[config.mk]
export PLATFORM = sky130hd
export DESIGN_NAME = periodic_task_scheduler_with_sleep
export DESIGN_NICKNAME = d
export VERILOG_FILES = /design/src/pts_pkg.sv /design/src/pts_div.sv /design/src/periodic_task_scheduler_with_sleep.sv
export SDC_FILE = /design/constraint.sdc
export NUM_CORES = 1
export LEC_CHECK = 0
export ABC_AREA = 1
export BUFFER_PORTS_ARGS = -buffer_cell sky130_fd_sc_hd__clkbuf_2
export CAP_MARGIN = 20
export CORE_MARGIN = 2
export CORE_UTILIZATION = 40
export DETAILED_ROUTE_END_ITERATION = 10
export PLACE_DENSITY = 0.55
export SYNTH_ARGS = -nofsm -noshare
export SYNTH_HDL_FRONTEND = slang
export SYNTH_SLANG_ARGS = --single-unit
[constraint.sdc]
create_clock -name clk -period 5.21 [get_ports clk]
set_clock_uncertainty 0.05 [all_clocks]
set_input_delay 1.042 -clock clk [delete_from_list [all_inputs] [get_ports clk]]
set_output_delay 1.042 -clock clk [all_outputs]
set_load 0.02 [all_outputs]
[src/pts_pkg.sv]
// ----------------------------------------------------------------------------
// pts_pkg
// Shared widths, register indexes and reset values of the periodic task
// scheduler with its sleep power machine.
// ----------------------------------------------------------------------------
package pts_pkg;

    localparam int TICKS_W     = 20;
    localparam int PERIOD_W    = 16;
    localparam int TIME_W      = 32;
    localparam int DIVIDEND_W  = TIME_W + 1;
    localparam int CFG_INDEX_W = 3;
    localparam int CFG_DATA_W  = 32;
    localparam int MASK_W      = 4;
    localparam int MAX_TASKS   = 4;
    localparam int MODE_W      = 2;

    localparam int TASK_COUNT_DEF = 4;

    // Register indexes on the configuration port
    localparam logic [CFG_INDEX_W-1:0] REG_TICKS_PER_MS     = 3'd0;
    localparam logic [CFG_INDEX_W-1:0] REG_BUTTON_PERIOD    = 3'd1;
    localparam logic [CFG_INDEX_W-1:0] REG_SAMPLE_PERIOD    = 3'd2;
    localparam logic [CFG_INDEX_W-1:0] REG_ANIMATION_PERIOD = 3'd3;
    localparam logic [CFG_INDEX_W-1:0] REG_STATUS_PERIOD    = 3'd4;
    localparam logic [CFG_INDEX_W-1:0] REG_SLEEP_ENABLE     = 3'd5;
    localparam logic [CFG_INDEX_W-1:0] REG_SLEEP_TIMEOUT    = 3'd6;

    // Reset values
    localparam logic [TICKS_W-1:0]  TICKS_PER_MS_RST     = 20'd24000;
    localparam logic [PERIOD_W-1:0] BUTTON_PERIOD_RST    = 16'd10;
    localparam logic [PERIOD_W-1:0] SAMPLE_PERIOD_RST    = 16'd100;
    localparam logic [PERIOD_W-1:0] ANIMATION_PERIOD_RST = 16'd50;
    localparam logic [PERIOD_W-1:0] STATUS_PERIOD_RST    = 16'd500;
    localparam logic [TIME_W-1:0]   SLEEP_TIMEOUT_RST    = 32'd60000;

endpackage

[src/pts_div.sv]
// ----------------------------------------------------------------------------
// pts_div
// Restoring divider, one quotient bit per cycle. Splits the tick sum into
// whole milliseconds and a tick remainder.
// ----------------------------------------------------------------------------
module pts_div
    import pts_pkg::*;
(
    input  logic                  clk,
    input  logic                  rst_n,
    input  logic                  start,
    input  logic [DIVIDEND_W-1:0] dividend,
    input  logic [TICKS_W-1:0]    divisor,
    output logic                  done,
    output logic [TIME_W-1:0]     quotient,
    output logic [TICKS_W-1:0]    remainder
);

    localparam int STEP_W = $clog2(DIVIDEND_W);
    localparam logic [STEP_W-1:0] LAST_STEP = STEP_W'(DIVIDEND_W - 1);

    logic                  busy_reg;
    logic                  done_reg;
    logic [STEP_W-1:0]     step_reg;
    logic [DIVIDEND_W-1:0] num_reg;
    logic [TICKS_W-1:0]    rem_reg;
    logic [TICKS_W-1:0]    div_reg;

    logic [TICKS_W:0]      partial;
    logic [TICKS_W+1:0]    trial;
    logic                  borrow;

    // Bring down the next dividend bit and try the subtraction
    assign partial = {rem_reg, num_reg[DIVIDEND_W-1]};
    assign trial   = {1'b0, partial} - {2'b00, div_reg};
    assign borrow  = trial[TICKS_W+1];

    always_ff @(posedge clk or negedge rst_n)
    begin
        if (!rst_n)
        begin
            busy_reg <= 1'b0;
            done_reg <= 1'b0;
            step_reg <= '0;
            num_reg  <= '0;
            rem_reg  <= '0;
            div_reg  <= '0;
        end
        else
        begin
            done_reg <= 1'b0;
            if (start)
            begin
                busy_reg <= 1'b1;
                step_reg <= '0;
                num_reg  <= dividend;
                rem_reg  <= '0;
                div_reg  <= divisor;
            end
            else if (busy_reg)
            begin
                num_reg <= {num_reg[DIVIDEND_W-2:0], ~borrow};
                if (!borrow)
                begin
                    rem_reg <= trial[TICKS_W-1:0];
                end
                else
                begin
                    rem_reg <= partial[TICKS_W-1:0];
                end
                if (step_reg == LAST_STEP)
                begin
                    busy_reg <= 1'b0;
                    done_reg <= 1'b1;
                end
                else
                begin
                    step_reg <= step_reg + 1'b1;
                end
            end
        end
    end

    assign done      = done_reg;
    assign quotient  = num_reg[TIME_W-1:0];
    assign remainder = rem_reg;

endmodule

[src/periodic_task_scheduler_with_sleep.sv]
// ----------------------------------------------------------------------------
// periodic_task_scheduler_with_sleep
// Millisecond clock, periodic task due checks and a sleep power machine,
// one main-loop pass per transfer.
// ----------------------------------------------------------------------------
// One pass at a time: a new transfer is stalled until the result is loaded; the
// pass runs through the 33-step bit-serial divider and the shared subtract-compare
// unit, used once per task and once for the sleep timeout.
// Reset: asynchronous, active low; registers take their reset values and the
// millisecond clock, tick remainder and task run times clear at once.
// ----------------------------------------------------------------------------
module periodic_task_scheduler_with_sleep
    import pts_pkg::*;
#(
    parameter int TASK_COUNT = TASK_COUNT_DEF
)
(
    input  logic                   clk,
    input  logic                   rst_n,

    input  logic                   cfg_write,
    input  logic [CFG_INDEX_W-1:0] cfg_index,
    input  logic [CFG_DATA_W-1:0]  cfg_data,

    input  logic                   item_valid,
    output logic                   item_stall,
    input  logic [TIME_W-1:0]      pass_ticks,
    input  logic                   activity,
    input  logic                   sleep_request,
    input  logic                   wake,

    output logic                   result_valid,
    input  logic                   result_stall,
    output logic [MASK_W-1:0]      due_mask,
    output logic [TIME_W-1:0]      time_ms,
    output logic [MODE_W-1:0]      power_mode,
    output logic                   display_enable,
    output logic                   converter_enable,
    output logic                   button_irq_mode
);

    localparam int TASKS_USED = (TASK_COUNT < MAX_TASKS) ? TASK_COUNT : MAX_TASKS;
    localparam int IDX_W      = (TASKS_USED > 1) ? $clog2(TASKS_USED) : 1;
    localparam logic [IDX_W-1:0] LAST_TASK = IDX_W'(TASKS_USED - 1);

    typedef enum logic [2:0] {
        S_IDLE,
        S_DIV,
        S_TASK,
        S_POWER,
        S_OUT
    } state_t;

    typedef enum logic [MODE_W-1:0] {
        PH_ACTIVE   = 2'd0,
        PH_PREPARE  = 2'd1,
        PH_SLEEPING = 2'd2,
        PH_RESTORE  = 2'd3
    } phase_t;

    // Configuration
    logic [TICKS_W-1:0]  ticks_per_ms_reg;
    logic [PERIOD_W-1:0] period_reg [MAX_TASKS];
    logic                sleep_enable_reg;
    logic [TIME_W-1:0]   sleep_timeout_reg;

    // Scheduler state
    state_t              state_reg;
    phase_t              phase_reg;
    logic [TICKS_W-1:0]  tick_rem_reg;
    logic [TIME_W-1:0]   ms_clock_reg;
    logic [TIME_W-1:0]   last_run_reg [TASKS_USED];
    logic [TIME_W-1:0]   activity_time_reg;
    logic                sleep_pending_reg;
    logic                disp_en_reg;
    logic                conv_en_reg;
    logic                irq_mode_reg;

    // Pass in progress
    logic                activity_reg;
    logic                sleep_req_reg;
    logic                wake_reg;
    logic [IDX_W-1:0]    idx_reg;
    logic [MASK_W-1:0]   due_reg;

    // Result register
    logic                result_valid_reg;
    logic [MASK_W-1:0]   due_mask_reg;
    logic [TIME_W-1:0]   time_ms_reg;
    logic [MODE_W-1:0]   power_mode_reg;
    logic                display_enable_reg;
    logic                converter_enable_reg;
    logic                button_irq_mode_reg;

    logic                  item_xfer;
    logic                  out_free;
    logic [DIVIDEND_W-1:0] div_dividend;
    logic [TICKS_W-1:0]    div_divisor;
    logic                  div_done;
    logic [TIME_W-1:0]     div_quotient;
    logic [TICKS_W-1:0]    div_remainder;
    logic [TIME_W-1:0]     ms_sum;

    logic [TIME_W-1:0]     cmp_a;
    logic [TIME_W-1:0]     cmp_b;
    logic [TIME_W-1:0]     cmp_c;
    logic [TIME_W-1:0]     cmp_diff;
    logic                  cmp_ge;

    assign item_stall = (state_reg != S_IDLE);
    assign item_xfer  = item_valid && !item_stall;
    assign out_free   = !result_valid_reg || !result_stall;

    assign div_dividend = {1'b0, pass_ticks}
                        + {{(DIVIDEND_W - TICKS_W){1'b0}}, tick_rem_reg};
    // A zero setting divides by one
    assign div_divisor  = (ticks_per_ms_reg == '0) ? TICKS_W'(1) : ticks_per_ms_reg;

    pts_div u_div (
        .clk       (clk),
        .rst_n     (rst_n),
        .start     (item_xfer),
        .dividend  (div_dividend),
        .divisor   (div_divisor),
        .done      (div_done),
        .quotient  (div_quotient),
        .remainder (div_remainder)
    );

    assign ms_sum = ms_clock_reg + div_quotient;

    // Shared wrap-around elapsed-time compare: (a - b) mod 2^32 >= c
    always_comb
    begin
        cmp_a = ms_clock_reg;
        cmp_b = activity_time_reg;
        cmp_c = sleep_timeout_reg;
        if (state_reg == S_TASK)
        begin
            cmp_b = last_run_reg[idx_reg];
            cmp_c = {{(TIME_W - PERIOD_W){1'b0}}, period_reg[idx_reg]};
        end
    end

    assign cmp_diff = cmp_a - cmp_b;
    assign cmp_ge   = (cmp_diff >= cmp_c);

    always_ff @(posedge clk or negedge rst_n)
    begin
        if (!rst_n)
        begin
            ticks_per_ms_reg     <= TICKS_PER_MS_RST;
            period_reg[0]        <= BUTTON_PERIOD_RST;
            period_reg[1]        <= SAMPLE_PERIOD_RST;
            period_reg[2]        <= ANIMATION_PERIOD_RST;
            period_reg[3]        <= STATUS_PERIOD_RST;
            sleep_enable_reg     <= 1'b0;
            sleep_timeout_reg    <= SLEEP_TIMEOUT_RST;
            state_reg            <= S_IDLE;
            phase_reg            <= PH_ACTIVE;
            tick_rem_reg         <= '0;
            ms_clock_reg         <= '0;
            for (int i = 0; i < TASKS_USED; i++)
            begin
                last_run_reg[i] <= '0;
            end
            activity_time_reg    <= '0;
            sleep_pending_reg    <= 1'b0;
            disp_en_reg          <= 1'b1;
            conv_en_reg          <= 1'b1;
            irq_mode_reg         <= 1'b0;
            activity_reg         <= 1'b0;
            sleep_req_reg        <= 1'b0;
            wake_reg             <= 1'b0;
            idx_reg              <= '0;
            due_reg              <= '0;
            result_valid_reg     <= 1'b0;
            due_mask_reg         <= '0;
            time_ms_reg          <= '0;
            power_mode_reg       <= '0;
            display_enable_reg   <= 1'b0;
            converter_enable_reg <= 1'b0;
            button_irq_mode_reg  <= 1'b0;
        end
        else
        begin
            if (cfg_write)
            begin
                case (cfg_index)
                    REG_TICKS_PER_MS:     ticks_per_ms_reg  <= cfg_data[TICKS_W-1:0];
                    REG_BUTTON_PERIOD:    period_reg[0]     <= cfg_data[PERIOD_W-1:0];
                    REG_SAMPLE_PERIOD:    period_reg[1]     <= cfg_data[PERIOD_W-1:0];
                    REG_ANIMATION_PERIOD: period_reg[2]     <= cfg_data[PERIOD_W-1:0];
                    REG_STATUS_PERIOD:    period_reg[3]     <= cfg_data[PERIOD_W-1:0];
                    REG_SLEEP_ENABLE:     sleep_enable_reg  <= cfg_data[0];
                    REG_SLEEP_TIMEOUT:    sleep_timeout_reg <= cfg_data[TIME_W-1:0];
                    default:              ;
                endcase
            end

            // Drop the result once it has been transferred; S_OUT reloads it itself
            if (result_valid_reg && !result_stall && (state_reg != S_OUT))
            begin
                result_valid_reg <= 1'b0;
            end

            case (state_reg)
                S_IDLE:
                begin
                    if (item_xfer)
                    begin
                        activity_reg  <= activity;
                        sleep_req_reg <= sleep_request;
                        wake_reg      <= wake;
                        state_reg     <= S_DIV;
                    end
                end

                S_DIV:
                begin
                    if (div_done)
                    begin
                        ms_clock_reg <= ms_sum;
                        tick_rem_reg <= div_remainder;
                        if (activity_reg)
                        begin
                            activity_time_reg <= ms_sum;
                        end
                        if (sleep_req_reg)
                        begin
                            sleep_pending_reg <= 1'b1;
                        end
                        idx_reg   <= '0;
                        due_reg   <= '0;
                        state_reg <= S_TASK;
                    end
                end

                S_TASK:
                begin
                    if (cmp_ge)
                    begin
                        last_run_reg[idx_reg] <= ms_clock_reg;
                        due_reg[idx_reg]      <= 1'b1;
                    end
                    if (idx_reg == LAST_TASK)
                    begin
                        state_reg <= S_POWER;
                    end
                    else
                    begin
                        idx_reg <= idx_reg + 1'b1;
                    end
                end

                S_POWER:
                begin
                    case (phase_reg)
                        PH_ACTIVE:
                        begin
                            if (sleep_pending_reg || (sleep_enable_reg && cmp_ge))
                            begin
                                phase_reg <= PH_PREPARE;
                            end
                        end
                        PH_PREPARE:
                        begin
                            disp_en_reg  <= 1'b0;
                            conv_en_reg  <= 1'b0;
                            irq_mode_reg <= 1'b1;
                            phase_reg    <= PH_SLEEPING;
                        end
                        PH_SLEEPING:
                        begin
                            if (wake_reg)
                            begin
                                phase_reg <= PH_RESTORE;
                            end
                        end
                        default:
                        begin
                            disp_en_reg       <= 1'b1;
                            conv_en_reg       <= 1'b1;
                            irq_mode_reg      <= 1'b0;
                            sleep_pending_reg <= 1'b0;
                            tick_rem_reg      <= '0;
                            activity_time_reg <= ms_clock_reg;
                            phase_reg         <= PH_ACTIVE;
                        end
                    endcase
                    state_reg <= S_OUT;
                end

                S_OUT:
                begin
                    // Hold until the result register is free
                    if (out_free)
                    begin
                        result_valid_reg     <= 1'b1;
                        due_mask_reg         <= due_reg;
                        time_ms_reg          <= ms_clock_reg;
                        power_mode_reg       <= phase_reg;
                        display_enable_reg   <= disp_en_reg;
                        converter_enable_reg <= conv_en_reg;
                        button_irq_mode_reg  <= irq_mode_reg;
                        state_reg            <= S_IDLE;
                    end
                end

                default:
                begin
                    state_reg <= S_IDLE;
                end
            endcase
        end
    end

    assign result_valid     = result_valid_reg;
    assign due_mask         = due_mask_reg;
    assign time_ms          = time_ms_reg;
    assign power_mode       = power_mode_reg;
    assign display_enable   = display_enable_reg;
    assign converter_enable = converter_enable_reg;
    assign button_irq_mode  = button_irq_mode_reg;

    a_xfer_starts_div: assert property (@(posedge clk) disable iff (!rst_n)
        item_xfer |=> (state_reg == S_DIV))
        else $error("transfer did not start a division");

    a_done_only_in_div: assert property (@(posedge clk) disable iff (!rst_n)
        div_done |-> (state_reg == S_DIV))
        else $error("divider finished outside the division phase");

    a_rem_below_divisor: assert property (@(posedge clk) disable iff (!rst_n)
        (state_reg == S_TASK && $past(state_reg) == S_DIV) |-> (tick_rem_reg < div_divisor))
        else $error("tick remainder not below ticks per millisecond");

    a_phase_steps_once: assert property (@(posedge clk) disable iff (!rst_n)
        (state_reg != S_POWER) |=> $stable(phase_reg))
        else $error("power phase moved outside its step");

    a_load_when_free: assert property (@(posedge clk) disable iff (!rst_n)
        (state_reg == S_OUT && result_valid_reg && result_stall) |=> (state_reg == S_OUT))
        else $error("result overwritten while stalled");

endmodule
==> run_results.csv <==
group,metric,value,unit
sta,finalHoldViolations,0,
sta,setup_tns,0,ns
global_route,grt_antenna_before_repair,0,
setup_path,worstSetupEndpoint,"last_run_reg[32]$_DFFE_PN0P_",
detailed_routing,wire_per_inst,19.04,microns
detailed_routing,postRouteAntennaNets,0,
cts,clk_pin_slew,0.06,ns
global_route,grt_pass1_vias,22800,
cts,clock_tree.root_cell,"clkbuf_16",
setup_path,criticalPathCategory,"flop to flop",
finish,final_core_util,0.4605,
cts,ctsLongestPathBuffers,3,
logic_synthesis,synthTopCellsByCount,"942 x nand2_1, 502 x o21ai_0, 439 x dfrtp_1",
sta,max_slew.worst_pin.slew,1.174,ns
die,die_w,264.2,microns
setup_path,critPathArrivalTime,5.34,ns
logic_synthesis,netlist_instances,3524,
global_route,grt_max_degree,106,
finish,nNetsFinal,3870,
power_and_ir_drop,ir_worst_vdd,0.3884,mV
logic_synthesis,synthFlopType,"dfrtp_1",
sta,setup_viol,0,
finish,final_cells,4559,
place,dpl_worst_slack,0.09161,ns
place,io_buffers,117,
cts,cts_sinks,468,
finish,drive_above_1_share,0.09929,
sta,hold_ws,0.3799,ns
sta,clock.fmax,0.2045,GHz
sta,slew_headroom,0.2162,
cts,insertion_delay,0.62,ns
logic_synthesis,synth_edf_count,0,
place,dp_cells,4438,
setup_path,crit_family,"compound AO/OA/AOI/OAI gates",
logic_synthesis,postSynth.asyncResetShare,1.000,
logic_synthesis,yosysMostFrequentCell,"nand2_1",
sta,fin_crit,4.891,ns
logic_synthesis,yosys_register_bits,468,
power_and_ir_drop,p_seq_frac,0.254,
power_and_ir_drop,p_sw_frac,0.4880,
detailed_routing,first_pass_iters,5,
global_route,grt-ovfl-total,0,
setup_path,reg2reg_slack,0.32,ns
cts,cts_max_level,2,
setup_path,reg2reg_depth,28,
logic_synthesis,yosysSeqAreaShare,0.4337,
logic_synthesis,synth.distinct_cells,53,
sta,setup_slack,0.3189,ns
logic_synthesis,synth_top_area_cell,"dfrtp_1",
power_and_ir_drop,combPwrFrac,0.580,
finish,area_delta_synth_final,14.17,%
run_status,outcome,"finished, final reports clean",
detailed_routing,routed_wl,86800,microns
job,cap_violations,0,
finish,largest_register_ffs,128,
power_and_ir_drop,leakage,15.30,nW
logic_synthesis,netlist_area,27090,sq um
sta,report.final.slew_viol_count,0,
power_and_ir_drop,switchingPower,0.01094,W
setup_path,cp.depth,28,
global_route,grt_pass1_wl,133400,microns
die,initial_utilization,0.4033,
setup_path,cp_max_fo,39,
die,rows,95,
logic_synthesis,synthTopCellsByArea,"dfrtp_1 41%, nand2_1 13%, o21ai_0 9.3%",
power_and_ir_drop,clockPowerShare,0.166,
cts,cts_tree,"done",
power_and_ir_drop,p_int,0.01148,W
setup_path,cp-end-kind,"flop",
die,fp.dieH,264.2,microns
setup_path,slowest_delay,0.43,ns
die,die-area,69810,sq um
detailed_routing,vias,24110,
die,pin_count,118,
setup_path,critPathLaunch,"idx_reg[0]$_DFFE_PN0P_",
setup_path,r2r_end,"last_run_reg[32]$_DFFE_PN0P_",
detailed_routing,drt-initial-drc-count,2080,
detailed_routing,drc,0,
logic_synthesis,synth_top_area_share,0.4056,
detailed_routing,via_per_inst,5.289,
setup_path,cp_common_cell,"o21ai_0",
setup_path,slowest_stage,"dfrtp_2",
logic_synthesis,synth_area_per_cell,7.687,sq um
setup_path,required,5.66,ns
finish,antenna_cells,0,
setup_path,crit_buf_inv,6,
place,hpwl,64230,microns
setup_path,cp-start-kind,"flop",
power_and_ir_drop,power.density,724.8,nW/um^2
logic_synthesis,syn_nets,3748,
setup_path,r2r_start,"idx_reg[0]$_DFFE_PN0P_",
sta,rsz0062_at_grt,"no",
global_route,track_usage,0.2441,
cts,cts_buffers,52,
logic_synthesis,synthesis.yosys.warnings,0,
sta,finalCritPeriodShare,0.9388,
worst_hold_path,worstHoldPathType,"input pin to async pin",
cts,ctsHoldBuffers,0,
place,routabilityCongestion,0.9322,
die,fp.coreArea,67160,sq um
-- placed cells by master, fill, tap and decap left out, types with 5 or more instances in the layout --
| cell | instances |
|---|---|
| nand2_1 | 939 |
| o21ai_0 | 501 |
| dfrtp_1 | 437 |
| inv_1 | 341 |
| a21oi_1 | 236 |
| nor2_1 | 194 |
| nand3_1 | 168 |
| ha_1 | 144 |
| clkbuf_2 | 116 |
| buf_4 | 70 |
| o21ai_1 | 61 |
| clkbuf_16 | 54 |
| xor2_1 | 32 |
| nor3_1 | 32 |
| o22ai_1 | 32 |
| xnor2_1 | 30 |
| dfstp_2 | 29 |
| clkbuf_1 | 21 |
| a21o_1 | 18 |
| mux2_2 | 17 |
| nand4_1 | 16 |
| o21a_1 | 15 |
| mux2i_1 | 15 |
| o21bai_1 | 13 |
| buf_12 | 13 |
| a31oi_1 | 12 |
| o211ai_1 | 12 |
| nor4_1 | 11 |
| o221ai_1 | 9 |
| clkbuf_8 | 9 |
| nand3b_1 | 7 |
| nor2_4 | 7 |
| nand2_2 | 6 |
| inv_2 | 5 |
-- repair_timing --
action,CTS,global route
setup endpoints to repair,0,126
buffers inserted,0,15
gates resized for setup,0,13
-- worst min path at each step --
stage | from | end | slack, ns | cells after the start
2_1_floorplan | activity_reg$_DFFE_PN0P_ | activity_reg$_DFFE_PN0P_ | 0.39 | 2
3_3_place_gp | period_reg[28]$_DFFE_PN0P_ | period_reg[28]$_DFFE_PN0P_ | 0.41 | 2
3_5_place_dp | period_reg[28]$_DFFE_PN0P_ | period_reg[28]$_DFFE_PN0P_ | 0.42 | 2
4_1_cts | rst_n | cmp_a[19]$_DFFE_PN0P_ | 0.43 | 1
5_1_grt | rst_n | cmp_a[19]$_DFFE_PN0P_ | 0.43 | 1
6_report | rst_n | cmp_a[19]$_DFFE_PN0P_ | 0.38 | 1
-- cells by family after synthesis --
logic type	Yosys count	share of synthesized area
simple gates	1392	0.2101
flops	468	0.4337
mux	32	0.01261
xor+xnor	62	0.02005
fa+ha+maj	149	0.06993
compound gates	927	0.1816
buf+inv	494	0.07197
-- layer usage --
metal | vias up | GRT usage | routed length [microns]
met2 | 584 | 0.4018 | 40420
li1 | 11960 | - | -
met5 | - | 0 | 0
met3 | 125 | 0.02647 | 3705
met4 | 0 | 0.09920 | 3565
met1 | 11450 | 0.3288 | 39110
-- power by group through the flow --
stage | logic, W | registers [W] | clock network (W)
after floorplan | 0.00886 | 0.00556 | 0
after global placement | 0.0126 | 0.00573 | 0
after detailed placement | 0.0126 | 0.00574 | 0
after CTS | 0.0127 | 0.00569 | 0.00379
after global routing | 0.0147 | 0.00579 | 0.00393
final | 0.0130 | 0.00568 | 0.00372
-- stage by stage --
step	total power, W	cell area [sq um]
global placement	0.01836	28810
finish	0.02241	30920
CTS	0.02217	30510
global route	0.02442	30920
floorplan	0.01442	27090
detailed placement	0.01836	28810
-- final cells by class --
cell class                 count  area [sq um]
sequential                   468         11750
clock inverter                12         195.2
tap                          873          1092
timing repair buffer         208          1572
multi-input combinational   2567         13500
clock buffer                  82          1504
fill                        6768         36230
inverter                     349          1313
Power figures use the tool's default switching activity.
